### src/hw/rtl/assert_macros.svh
// ----------------------------------------------------------------------------
// assertion macros used by altitude_color_ramp
// ----------------------------------------------------------------------------
`ifndef ASSERT_MACROS_SVH
`define ASSERT_MACROS_SVH

// same-cycle implication, sampled on clk, off while arst_n is low
`define ACR_ASSERT_IMP(label, ante, cons) \
	label: assert property (@(posedge clk) disable iff (!arst_n) (ante) |-> (cons)) \
		else $error("altitude_color_ramp: assertion failed");

// next-cycle implication, sampled on clk, off while arst_n is low
`define ACR_ASSERT_NXT(label, ante, cons) \
	label: assert property (@(posedge clk) disable iff (!arst_n) (ante) |=> (cons)) \
		else $error("altitude_color_ramp: assertion failed");

`endif

### src/hw/rtl/acr_pkg.sv
// ----------------------------------------------------------------------------
// acr_pkg
// widths, register indexes and types of the altitude color ramp
// ----------------------------------------------------------------------------
package acr_pkg;

	localparam int NUM_STOPS   = 6;
	localparam int ALT_W       = 16;
	localparam int CHAN_W      = 8;
	localparam int NUM_CHAN    = 3;
	localparam int COLOR_W     = CHAN_W * NUM_CHAN;
	localparam int STOP_W      = ALT_W + COLOR_W;
	localparam int CNT_W       = 3;
	localparam int IDX_W       = 3;
	localparam int CFG_INDEX_W = 4;
	localparam int OUT_FIELD_W = COLOR_W + IDX_W;
	localparam int OUT_TDATA_W = ((OUT_FIELD_W + 7) / 8) * 8;

	// register indexes
	localparam logic [CFG_INDEX_W-1:0] REG_WATER_LEVEL = 4'd0;
	localparam logic [CFG_INDEX_W-1:0] REG_STOP_COUNT  = 4'd1;
	localparam logic [CFG_INDEX_W-1:0] REG_STOP_BASE   = 4'd2;

	typedef logic [STOP_W-1:0]    stop_t;
	typedef logic [NUM_STOPS-1:0] stop_sel_t;

endpackage

### src/hw/rtl/altitude_color_ramp.sv
// ----------------------------------------------------------------------------
// altitude_color_ramp
// maps a signed Q8.8 altitude, less the water level, onto a six-stop color ramp
// ----------------------------------------------------------------------------
// One pixel altitude enters per cycle and one RGB item with the lower stop index
// leaves per cycle while the output does not stall. Three stages find the height,
// compare it with every stop and pick the segment, then the blend fraction divider,
// a restoring divider, takes one stage per quotient bit, and three more stages
// select the stop colors, multiply and add. A stall on the output holds the whole
// pipeline in place. Configuration writes are taken in any cycle (cfg_ready is
// always high) but must only come while no item is in flight.
`include "assert_macros.svh"

module altitude_color_ramp #(
	parameter int FRAC_BITS = 8
) (
	input  logic                               clk,
	input  logic                               arst_n,
	input  logic                               s_axis_tvalid,
	output logic                               s_axis_tready,
	input  logic [acr_pkg::ALT_W-1:0]          s_axis_tdata,  // altitude
	output logic                               m_axis_tvalid,
	input  logic                               m_axis_tready,
	output logic [acr_pkg::OUT_TDATA_W-1:0]    m_axis_tdata,  // red, green, blue, lower_stop
	input  logic                               cfg_valid,
	output logic                               cfg_ready,
	input  logic [acr_pkg::CFG_INDEX_W-1:0]    cfg_index,
	input  logic [acr_pkg::STOP_W-1:0]         cfg_data
);
	import acr_pkg::*;

	localparam int H_W    = ALT_W + 1;
	localparam int D_W    = CHAN_W + 1;
	localparam int PROD_W = D_W + FRAC_BITS + 1;

	// configuration registers
	logic [ALT_W-1:0] water_level_q;
	logic [CNT_W-1:0] stop_count_q;
	stop_t            stop_q [NUM_STOPS];

	assign cfg_ready = 1'b1;

	always_ff @(posedge clk or negedge arst_n) begin
		if (!arst_n) begin
			water_level_q <= '0;
			stop_count_q  <= CNT_W'(1);
			for (int k = 0; k < NUM_STOPS; k++) begin
				stop_q[k] <= '0;
			end
		end else if (cfg_valid) begin
			case (cfg_index)
				REG_WATER_LEVEL: water_level_q <= cfg_data[ALT_W-1:0];
				REG_STOP_COUNT:  stop_count_q  <= cfg_data[CNT_W-1:0];
				default: begin
					for (int k = 0; k < NUM_STOPS; k++) begin
						if (cfg_index == CFG_INDEX_W'(REG_STOP_BASE + k)) begin
							stop_q[k] <= cfg_data;
						end
					end
				end
			endcase
		end
	end

	logic signed [H_W-1:0] stop_alt [NUM_STOPS];

	always_comb begin
		for (int k = 0; k < NUM_STOPS; k++) begin
			stop_alt[k] = $signed({stop_q[k][STOP_W-1], stop_q[k][STOP_W-1 -: ALT_W]});
		end
	end

	// whole pipeline moves when the output register is free
	logic adv;
	logic valid_s7;
	assign adv           = !valid_s7 || m_axis_tready;
	assign s_axis_tready = adv;

	// stage 1: height above water
	logic                  valid_s1;
	logic signed [H_W-1:0] h_s1;

	always_ff @(posedge clk) begin
		if (adv) begin
			h_s1 <= $signed({s_axis_tdata[ALT_W-1], s_axis_tdata})
				- $signed({water_level_q[ALT_W-1], water_level_q});
		end
	end

	// stage 2: compare against every stop
	logic                  valid_s2;
	logic signed [H_W-1:0] h_s2;
	stop_sel_t             ge_s2;

	always_ff @(posedge clk) begin
		if (adv) begin
			h_s2 <= h_s1;
			for (int k = 0; k < NUM_STOPS; k++) begin
				ge_s2[k] <= (h_s1 >= stop_alt[k]);
			end
		end
	end

	// stage 3: pick the segment, progress and gap
	logic [CNT_W-1:0]      count_eff;
	stop_sel_t             lo_oh;
	stop_sel_t             hi_oh;
	logic [IDX_W-1:0]      lo_idx;
	logic                  in_seg;
	logic signed [H_W-1:0] alt_lo;
	logic signed [H_W-1:0] alt_hi;
	logic signed [H_W-1:0] prog_full;
	logic signed [H_W-1:0] gap_full;

	always_comb begin
		if (stop_count_q == '0) begin
			count_eff = CNT_W'(1);
		end else if (stop_count_q > CNT_W'(NUM_STOPS)) begin
			count_eff = CNT_W'(NUM_STOPS);
		end else begin
			count_eff = stop_count_q;
		end
	end

	always_comb begin
		lo_idx = IDX_W'(count_eff - CNT_W'(1));
		in_seg = 1'b0;
		for (int k = 0; k < NUM_STOPS; k++) begin
			lo_oh[k] = (IDX_W'(k) == lo_idx);
		end
		hi_oh = lo_oh;
		// lowest stop above the height wins
		for (int j = NUM_STOPS - 1; j >= 1; j--) begin
			if ((CNT_W'(j) < count_eff) && !ge_s2[j]) begin
				lo_oh        = '0;
				hi_oh        = '0;
				lo_oh[j - 1] = 1'b1;
				hi_oh[j]     = 1'b1;
				lo_idx       = IDX_W'(j - 1);
				in_seg       = 1'b1;
			end
		end
		// below the first stop
		if (!ge_s2[0]) begin
			lo_oh    = '0;
			lo_oh[0] = 1'b1;
			hi_oh    = lo_oh;
			lo_idx   = '0;
			in_seg   = 1'b0;
		end
	end

	always_comb begin
		alt_lo = '0;
		alt_hi = '0;
		for (int k = 0; k < NUM_STOPS; k++) begin
			if (lo_oh[k]) alt_lo = alt_lo | stop_alt[k];
			if (hi_oh[k]) alt_hi = alt_hi | stop_alt[k];
		end
		prog_full = h_s2 - alt_lo;
		gap_full  = alt_hi - alt_lo;
	end

	logic             valid_s3;
	stop_sel_t        lo_oh_s3;
	stop_sel_t        hi_oh_s3;
	logic [IDX_W-1:0] lo_idx_s3;
	logic [ALT_W-1:0] prog_s3;
	logic [ALT_W-1:0] gap_s3;

	always_ff @(posedge clk) begin
		if (adv) begin
			lo_oh_s3  <= lo_oh;
			hi_oh_s3  <= hi_oh;
			lo_idx_s3 <= lo_idx;
			// outside a segment the divider sees 0 / 1 and gives a zero fraction
			prog_s3   <= in_seg ? prog_full[ALT_W-1:0] : '0;
			gap_s3    <= in_seg ? gap_full[ALT_W-1:0] : ALT_W'(1);
		end
	end

	// stages 4 .. 3 + FRAC_BITS: restoring divider, one quotient bit per stage
	logic                 div_vld_s4    [FRAC_BITS];
	logic [ALT_W-1:0]     div_rem_s4    [FRAC_BITS];
	logic [ALT_W-1:0]     div_gap_s4    [FRAC_BITS];
	logic [FRAC_BITS-1:0] div_quo_s4    [FRAC_BITS];
	stop_sel_t            div_lo_oh_s4  [FRAC_BITS];
	stop_sel_t            div_hi_oh_s4  [FRAC_BITS];
	logic [IDX_W-1:0]     div_lo_idx_s4 [FRAC_BITS];

	for (genvar i = 0; i < FRAC_BITS; i++) begin : g_div
		logic                 vld_in;
		logic [ALT_W-1:0]     rem_in;
		logic [ALT_W-1:0]     gap_in;
		logic [FRAC_BITS-1:0] quo_in;
		stop_sel_t            lo_oh_in;
		stop_sel_t            hi_oh_in;
		logic [IDX_W-1:0]     lo_idx_in;
		logic [ALT_W:0]       rem_dbl;
		logic                 take;

		if (i == 0) begin : g_first
			assign vld_in    = valid_s3;
			assign rem_in    = prog_s3;
			assign gap_in    = gap_s3;
			assign quo_in    = '0;
			assign lo_oh_in  = lo_oh_s3;
			assign hi_oh_in  = hi_oh_s3;
			assign lo_idx_in = lo_idx_s3;
		end else begin : g_rest
			assign vld_in    = div_vld_s4[i-1];
			assign rem_in    = div_rem_s4[i-1];
			assign gap_in    = div_gap_s4[i-1];
			assign quo_in    = div_quo_s4[i-1];
			assign lo_oh_in  = div_lo_oh_s4[i-1];
			assign hi_oh_in  = div_hi_oh_s4[i-1];
			assign lo_idx_in = div_lo_idx_s4[i-1];
		end

		assign rem_dbl = {rem_in, 1'b0};
		assign take    = (rem_dbl >= {1'b0, gap_in});

		always_ff @(posedge clk or negedge arst_n) begin
			if (!arst_n) begin
				div_vld_s4[i] <= 1'b0;
			end else if (adv) begin
				div_vld_s4[i] <= vld_in;
			end
		end

		always_ff @(posedge clk) begin
			if (adv) begin
				div_rem_s4[i]    <= take ? ALT_W'(rem_dbl - {1'b0, gap_in}) : rem_dbl[ALT_W-1:0];
				div_gap_s4[i]    <= gap_in;
				div_quo_s4[i]    <= {quo_in[FRAC_BITS-2:0], take};
				div_lo_oh_s4[i]  <= lo_oh_in;
				div_hi_oh_s4[i]  <= hi_oh_in;
				div_lo_idx_s4[i] <= lo_idx_in;
			end
		end
	end

	// stage 5: stop colors and channel differences
	logic [CHAN_W-1:0] c_lo [NUM_CHAN];
	logic [CHAN_W-1:0] c_hi [NUM_CHAN];

	always_comb begin
		for (int c = 0; c < NUM_CHAN; c++) begin
			c_lo[c] = '0;
			c_hi[c] = '0;
			for (int k = 0; k < NUM_STOPS; k++) begin
				if (div_lo_oh_s4[FRAC_BITS-1][k]) begin
					c_lo[c] = c_lo[c] | stop_q[k][COLOR_W - CHAN_W * (c + 1) +: CHAN_W];
				end
				if (div_hi_oh_s4[FRAC_BITS-1][k]) begin
					c_hi[c] = c_hi[c] | stop_q[k][COLOR_W - CHAN_W * (c + 1) +: CHAN_W];
				end
			end
		end
	end

	logic                  valid_s5;
	logic [FRAC_BITS-1:0]  f_s5;
	logic [CHAN_W-1:0]     clo_s5 [NUM_CHAN];
	logic signed [D_W-1:0] d_s5   [NUM_CHAN];
	logic [IDX_W-1:0]      lo_idx_s5;

	always_ff @(posedge clk) begin
		if (adv) begin
			f_s5      <= div_quo_s4[FRAC_BITS-1];
			lo_idx_s5 <= div_lo_idx_s4[FRAC_BITS-1];
			for (int c = 0; c < NUM_CHAN; c++) begin
				clo_s5[c] <= c_lo[c];
				d_s5[c]   <= $signed({1'b0, c_hi[c]}) - $signed({1'b0, c_lo[c]});
			end
		end
	end

	// stage 6: difference times fraction
	logic                     valid_s6;
	logic signed [PROD_W-1:0] prod_s6 [NUM_CHAN];
	logic [CHAN_W-1:0]        clo_s6  [NUM_CHAN];
	logic [IDX_W-1:0]         lo_idx_s6;

	always_ff @(posedge clk) begin
		if (adv) begin
			lo_idx_s6 <= lo_idx_s5;
			for (int c = 0; c < NUM_CHAN; c++) begin
				clo_s6[c]  <= clo_s5[c];
				prod_s6[c] <= PROD_W'(d_s5[c] * $signed({1'b0, f_s5}));
			end
		end
	end

	// stage 7: c_lo + floor(d * f / 2^FRAC_BITS), the output register
	logic signed [PROD_W-1:0] blend [NUM_CHAN];
	logic [CHAN_W-1:0]        chan_s7 [NUM_CHAN];
	logic [IDX_W-1:0]         lo_idx_s7;

	always_comb begin
		for (int c = 0; c < NUM_CHAN; c++) begin
			blend[c] = $signed({{(PROD_W - CHAN_W){1'b0}}, clo_s6[c]})
				+ (prod_s6[c] >>> FRAC_BITS);
		end
	end

	always_ff @(posedge clk) begin
		if (adv) begin
			lo_idx_s7 <= lo_idx_s6;
			for (int c = 0; c < NUM_CHAN; c++) begin
				chan_s7[c] <= blend[c][CHAN_W-1:0];
			end
		end
	end

	// valid bits
	always_ff @(posedge clk or negedge arst_n) begin
		if (!arst_n) begin
			valid_s1 <= 1'b0;
			valid_s2 <= 1'b0;
			valid_s3 <= 1'b0;
			valid_s5 <= 1'b0;
			valid_s6 <= 1'b0;
			valid_s7 <= 1'b0;
		end else if (adv) begin
			valid_s1 <= s_axis_tvalid;
			valid_s2 <= valid_s1;
			valid_s3 <= valid_s2;
			valid_s5 <= div_vld_s4[FRAC_BITS-1];
			valid_s6 <= valid_s5;
			valid_s7 <= valid_s6;
		end
	end

	assign m_axis_tvalid = valid_s7;
	assign m_axis_tdata  = {{(OUT_TDATA_W - OUT_FIELD_W){1'b0}}, lo_idx_s7,
		chan_s7[2], chan_s7[1], chan_s7[0]};

	// last divider stage holds a single-stop segment
	logic flat_last;
	assign flat_last = (div_lo_oh_s4[FRAC_BITS-1] == div_hi_oh_s4[FRAC_BITS-1]);

	`ACR_ASSERT_NXT(a_accept_enters_s1, s_axis_tvalid && s_axis_tready, valid_s1)
	`ACR_ASSERT_IMP(a_seg_onehot, valid_s3, $onehot(lo_oh_s3) && $onehot(hi_oh_s3))
	`ACR_ASSERT_IMP(a_prog_below_gap, valid_s3, prog_s3 < gap_s3)
	`ACR_ASSERT_IMP(a_flat_zero_frac, div_vld_s4[FRAC_BITS-1] && flat_last, div_quo_s4[FRAC_BITS-1] == '0)

endmodule

### config.mk
export PLATFORM = sky130hd
export DESIGN_NAME = altitude_color_ramp
export DESIGN_NICKNAME = d
export VERILOG_FILES = /design/src/hw/rtl/acr_pkg.sv /design/src/hw/rtl/altitude_color_ramp.sv
export VERILOG_INCLUDE_DIRS = /design/src /design/src/hw/rtl
export SDC_FILE = /design/constraint.sdc
export NUM_CORES = 2
export LEC_CHECK = 0
export BUFFER_PORTS_ARGS = -buffer_cell sky130_fd_sc_hd__buf_2
export CAP_MARGIN = 20
export CORE_ASPECT_RATIO = 2
export CORE_MARGIN = 3
export CORE_UTILIZATION = 35
export CTS_CLUSTER_DIAMETER = 60
export DETAILED_ROUTE_END_ITERATION = 10
export PLACE_DENSITY = 0.47
export RECOVER_POWER = 50
export SYNTH_ARGS = -nofsm -noshare
export SYNTH_HDL_FRONTEND = slang
export SYNTH_SLANG_ARGS = --single-unit
export TNS_END_PERCENT = 5
### constraint.sdc
create_clock -name clk -period 39.8 [get_ports clk]
set_input_delay 7.96 -clock clk [delete_from_list [all_inputs] [get_ports clk]]
set_output_delay 7.96 -clock clk [all_outputs]
set_load 0.02 [all_outputs]
# [Word-level counts from Yosys, hierarchy flattened]
# Memories as Yosys holds them, arrays and structs flattened. A register that Yosys moved wholly into a read port is not among the register bits.
# Index checks and enable logic that the tools add are counted.
[classes] addsub=18 n_mul=3 n_lt_le_gt_ge=20 n_eq_ne=12 muxes=82 bitwise=42 n_reduce_logical=27
[ops] op="$mux W16" count=20
[ops] op="$mux W8" count=36
[ops] op="$or A8 B8 Y8" count=30
[ops] op="$ge A17 B16 Y1" count=14
[ops] op="$or A16 B16 Y16" count=10
[ops] op="$sub A16 B16 Y16" count=10
[ops] op="$mux W6" count=12
[ops] op="$mul A9 B9 Y18" count=3
[ops] op="$sub A8 B8 Y9" count=3
[ops] op="$add A8 B8 Y8" count=3
[ops] op="$reduce_and A3 Y1" count=6
[ops] op="$sub A16 B16 Y17" count=1
[ops] op="$eq A4 B3 Y1 const B" count=4
[ops] op="$mux W1" count=9
[ops] op="$mux W3" count=3
[ops] op="$eq A4 B2 Y1 const B" count=2
[ops] op="$eq A2 B3 Y1 const A" count=2
[ops] op="$eq A3 B3 Y1 const A" count=2
[ops] op="$logic_not A1 Y1" count=6
[ops] op="$logic_not A3 Y1" count=2
[ops] op="$lt A2 B3 Y1 const A" count=2
[ops] op="$lt A3 B3 Y1 const A" count=2
[ops] op="$logic_and A1 B1 Y1" count=5
[ops] op="$reduce_or A5 Y1" count=1
[ops] op="other kinds (12)" count=16
[word_totals] register_bits=365 ram_bits=593 inputBits=65 out_inout_bits=35 word_cells=249 memories=11
[mem_list] name="div_gap_s4" depth=8 width=16 rd=7 rd_ports_with_merged_regs=0 wr=8 line_no="altitude_color_ramp.sv:185" rtl="logic [ALT_W-1:0] div_gap_s4 [FRAC_BITS];"
[mem_list] name="div_rem_s4" depth=8 width=16 rd=7 rd_ports_with_merged_regs=0 wr=8 line_no="altitude_color_ramp.sv:184" rtl="logic [ALT_W-1:0] div_rem_s4 [FRAC_BITS];"
[mem_list] name="div_quo_s4" depth=8 width=8 rd=8 rd_ports_with_merged_regs=1 wr=8 line_no="altitude_color_ramp.sv:186" rtl="logic [FRAC_BITS-1:0] div_quo_s4 [FRAC_BITS];"
[mem_list] name="prod_s6" depth=3 width=18 rd=3 rd_ports_with_merged_regs=0 wr=3 line_no="altitude_color_ramp.sv:281" rtl="logic signed [PROD_W-1:0] prod_s6 [NUM_CHAN];"
[mem_list] name="div_hi_oh_s4" depth=8 width=6 rd=8 rd_ports_with_merged_regs=0 wr=8 line_no="altitude_color_ramp.sv:188" rtl="stop_sel_t div_hi_oh_s4 [FRAC_BITS];"
[mem_list] name="div_lo_oh_s4" depth=8 width=6 rd=8 rd_ports_with_merged_regs=0 wr=8 line_no="altitude_color_ramp.sv:187" rtl="stop_sel_t div_lo_oh_s4 [FRAC_BITS];"
[mem_list] name="+5 memories"

# [Logic depth before layout (Yosys ltp)]
[depth] word_depth=23 depth_mapped=23 ltp_nobuf=20

# [Worst setup path before layout]
# OpenSTA, ideal clock, no wires.
[synth_timing] path_kind="input to output" start="in m_axis_tready" end="out s_axis_tready" arrival_time_ns=24.968 required_time_ns=31.840 slack_ns=6.872 cell_stages=3 n_path_buf=2 path_cell_list="nand2b_1 > clkbuf_1 > clkbuf_1"
[synth_between] elab_chain_cells=1
[synth_rtl] item="start: declaration" line_no="altitude_color_ramp.sv:23" rtl="input logic m_axis_tready,"
[synth_rtl] item="$logic_or A1 B1 Y1" line_no="altitude_color_ramp.sv:76" rtl="assign adv = !valid_s7 || m_axis_tready;"
[synth_rtl] item="end: declaration" line_no="altitude_color_ramp.sv:20" rtl="output logic s_axis_tready,"
# No other way between the ends.

# [Worst setup path in the final report]
# Ends and elaborated chain as after synthesis.

==> results.json <==
{
  "status": "finished with violations",
  "violations": "max-capacitance violations, max-slew violations",
  "grt_pass1_wl_microns": 207000,
  "io_buffers": 93,
  "synth_ff_type": "edfxtp_1",
  "cts_hold_buf": 0,
  "yosys_warnings": 0,
  "dp_hpwl_microns": 99300,
  "wirelength_microns": 135000,
  "layout.nets": 5148,
  "cp_max_fo": 48,
  "clock_latency_ns": 0.70,
  "post_cts_buffers": 0,
  "syn_avg_cell_area_sq_um": 11.8,
  "core_sq_um": 147000,
  "timing.fmax_ghz": 0.0548,
  "synth.area.top_cells": "edfxtp_1 (35%), dfrtp_1 (13%), ha_1 (9.8%), fa_1 (6.9%), mux2_2 (6.0%)",
  "hp-start": "div_lo_oh_s4[0][14]",
  "synth.cells.most_frequent": "edfxtp_1 (606), inv_1 (564), ha_1 (405)",
  "ant_nets": 0,
  "endpoint_kind": "output pin",
  "start_kind": "input port",
  "multi_input_area_sq_um": 24100,
  "drc": 0,
  "crit_arrival_ns": 10.30,
  "drt_first_pass_iters": 9,
  "setup_tns_ns": 0,
  "hold_violations": 0,
  "ys_seq_elements": 879,
  "synth_edf_count": 606,
  "drive_gt1_frac": 0.122,
  "cp-startpoint": "m_axis_tready",
  "drt_iter0_drc": 2239,
  "finalSetupViolCount": 0,
  "fin_skew_ns": 0.0362,
  "rsz0062_at_grt": "no",
  "maxCapViolations": 13,
  "die-area_sq_um": 153000,
  "period_share": 0.459,
  "dieWidth_microns": 278,
  "initial_utilization": 0.353,
  "path_common_cell": "buf_2",
  "cp_num_buf_inv": 2,
  "synthMuxAreaShare": 0.0690,
  "cts_tree": "done",
  "fp-row-count": 199,
  "critical-path-max-stage-delay_ns": 1.75,
  "die_h_microns": 551,
  "async_flop_share": 0.311,
  "rr_startpoint": "stop_count_q[1]",
  "synth-adder-area-share": 0.166,
  "crit_family": "simple AND/OR/NAND/NOR gates",
  "min_period_ns": 18.26,
  "yosys.area.top_type": "edfxtp_1",
  "worstPathRequired_ns": 31.84,
  "pin_count": 100,
  "fillers": 14200,
  "antenna_found_initial": 15,
  "synth_top_family_by_area": "adder cells",
  "synth.most_common_cell": "edfxtp_1",
  "path_cells": "buf_2, nand2b_1, buf_2",
  "cpMaxStageDelayCell": "nand2b_1",
  "syn2layout_area_growth_pct": 10.5,
  "wl_per_cell_microns": 20.8,
  "grt_pass1_vias": 35900,
  "htree_num_levels": 3,
  "tightest_slew_ns": 4.16,
  "seqCellArea_sq_um": 25000,
  "synth-xor-area-share": 0.0304,
  "ctsLongestPathBuffers": 3,
  "synth-simple-area-share": 0.0853,
  "yosysUniqueCellTypes": 87,
  "routabilityCongestion": 0.857,
  "cts_buffers": 89,
  "overflow": 0,
  "clkSinkCount": 879,
  "clk_pin_slew_ns": 0.06,
  "netlist.area_leader.share": 0.351,
  "synth-compound-area-share": 0.115,
  "dr_total_vias": 33700,
  "hold_path_class": "reg2reg",
  "via_per_inst": 5.20,
  "drv_slew": 468,
  "grtUsageTotal": 0.176,
  "path_class": "in2out",
  "grt_max_degree": 192,
  "synth_cells": 4383,
  "syn_area_sq_um": 51900,
  "cts-resized-gates": 0,
  "slew_headroom": -1.77,
  "yosysSeqAreaShare": 0.482,
  "ctsRootBufferMaster": "clkbuf_16"
}
==> layout make-up <==
type                            instances  area share
Multi-Input combinational cell       2825       0.420
Sequential cell                       879       0.437
Clock inverter                         50     0.00906
Clock buffer                          115      0.0416
Timing Repair Buffer                  141      0.0138
Inverter                              564      0.0369
Antenna cell                            3    0.000131
Tap cell                             1909      0.0417
==> metal layers <==
metal  track usage  wire length [microns]
met1         0.168                  45800
met2         0.355                  76700
met3        0.0224                   4450
met4         0.100                   8110
met5             0                     75
==> cell usage in the layout, fill, tap and decap left out, types with 143 or more instances in the layout <==
cell	n
a21oi_1	162
a22oi_1	143
and2_1	150
dfrtp_1	272
edfxtp_1	606
fa_1	178
ha_1	405
inv_1	564
mux2_2	272
nand2_1	256
nor2_1	143
o21ai_0	218
==> kinds of logic (layout without fill, tap and decap cells) <==
kind of cell,after synthesis,in the layout
muxes,312,312
and+or+nand+nor,867,867
DFF,879,879
buffers and inverters,683,870
xor gates and xnor gates,180,180
other,2,9
adders and majority gates,583,583
AOI/OAI and AO/OA,877,877
==> metrics by stage <==
step	worst slack, ns	instance area [sq um]	std cells	utilization	hold slack, ns
5_1_grt	21.29	57300	6484	0.390	0.400
3_3_place_gp	22.89	54700	6317	0.371	0.401
6_report	21.54	57300	6486	0.390	0.405
2_1_floorplan	6.87	51900	4387	-	0.400
4_1_cts	22.87	57600	6483	0.391	0.388
3_5_place_dp	22.87	54700	6318	0.371	0.405
==> registers in the layout (all words and copies together), names as in the netlist, 8 cells and up <==
name / cells
water_level_q: 16
f_s5: 8
div_quo_s4: 36
div_gap_s4: 112
g_div.gap_in: 16
chan_s7: 24
div_lo_oh_s4: 48
clo_s6: 24
stop_q: 144
div_hi_oh_s4: 48
stop_alt: 96
g_div.vld_in: 8
g_div.rem_in: 16
div_lo_idx_s4: 24
div_rem_s4: 112
d_s5: 27
prod_s6: 24
h_s1: 17
h_s2: 16
clo_s5: 24
==> worst register-to-register path: stages, from the launching register on <==
cell and delay [ns]:
dfrtp_1 0.72, inv_1 0.23, o21ai_0 0.28, ha_1 0.47, nand2_1 0.13, a2111oi_0 1.64
clkbuf_1 0.78, a222oi_1 0.17, and2_0 0.41, ha_1 0.47, a21o_1 0.20, o41ai_1 0.80
o21ai_0 0.30, a31oi_1 0.25, xor2_1 0.16, nor2_1 0.05
==> worst paths after layout <==
check,end,slack (ns),cells past startpoint
max,s_axis_tready,21.54,3
min reg2reg,div_lo_oh_s4[0][20],0.40,0
min,div_lo_oh_s4[0][20],0.40,0
max reg2reg,g_div[0].rem_in[11],32.48,15
max in group asynchronous,stop_alt[18],25.67,2
min in group asynchronous,water_level_q[8],8.73,1
Power is not shown: default switching activity piles up to over one toggle a cycle in this logic, so the estimate is an artifact.
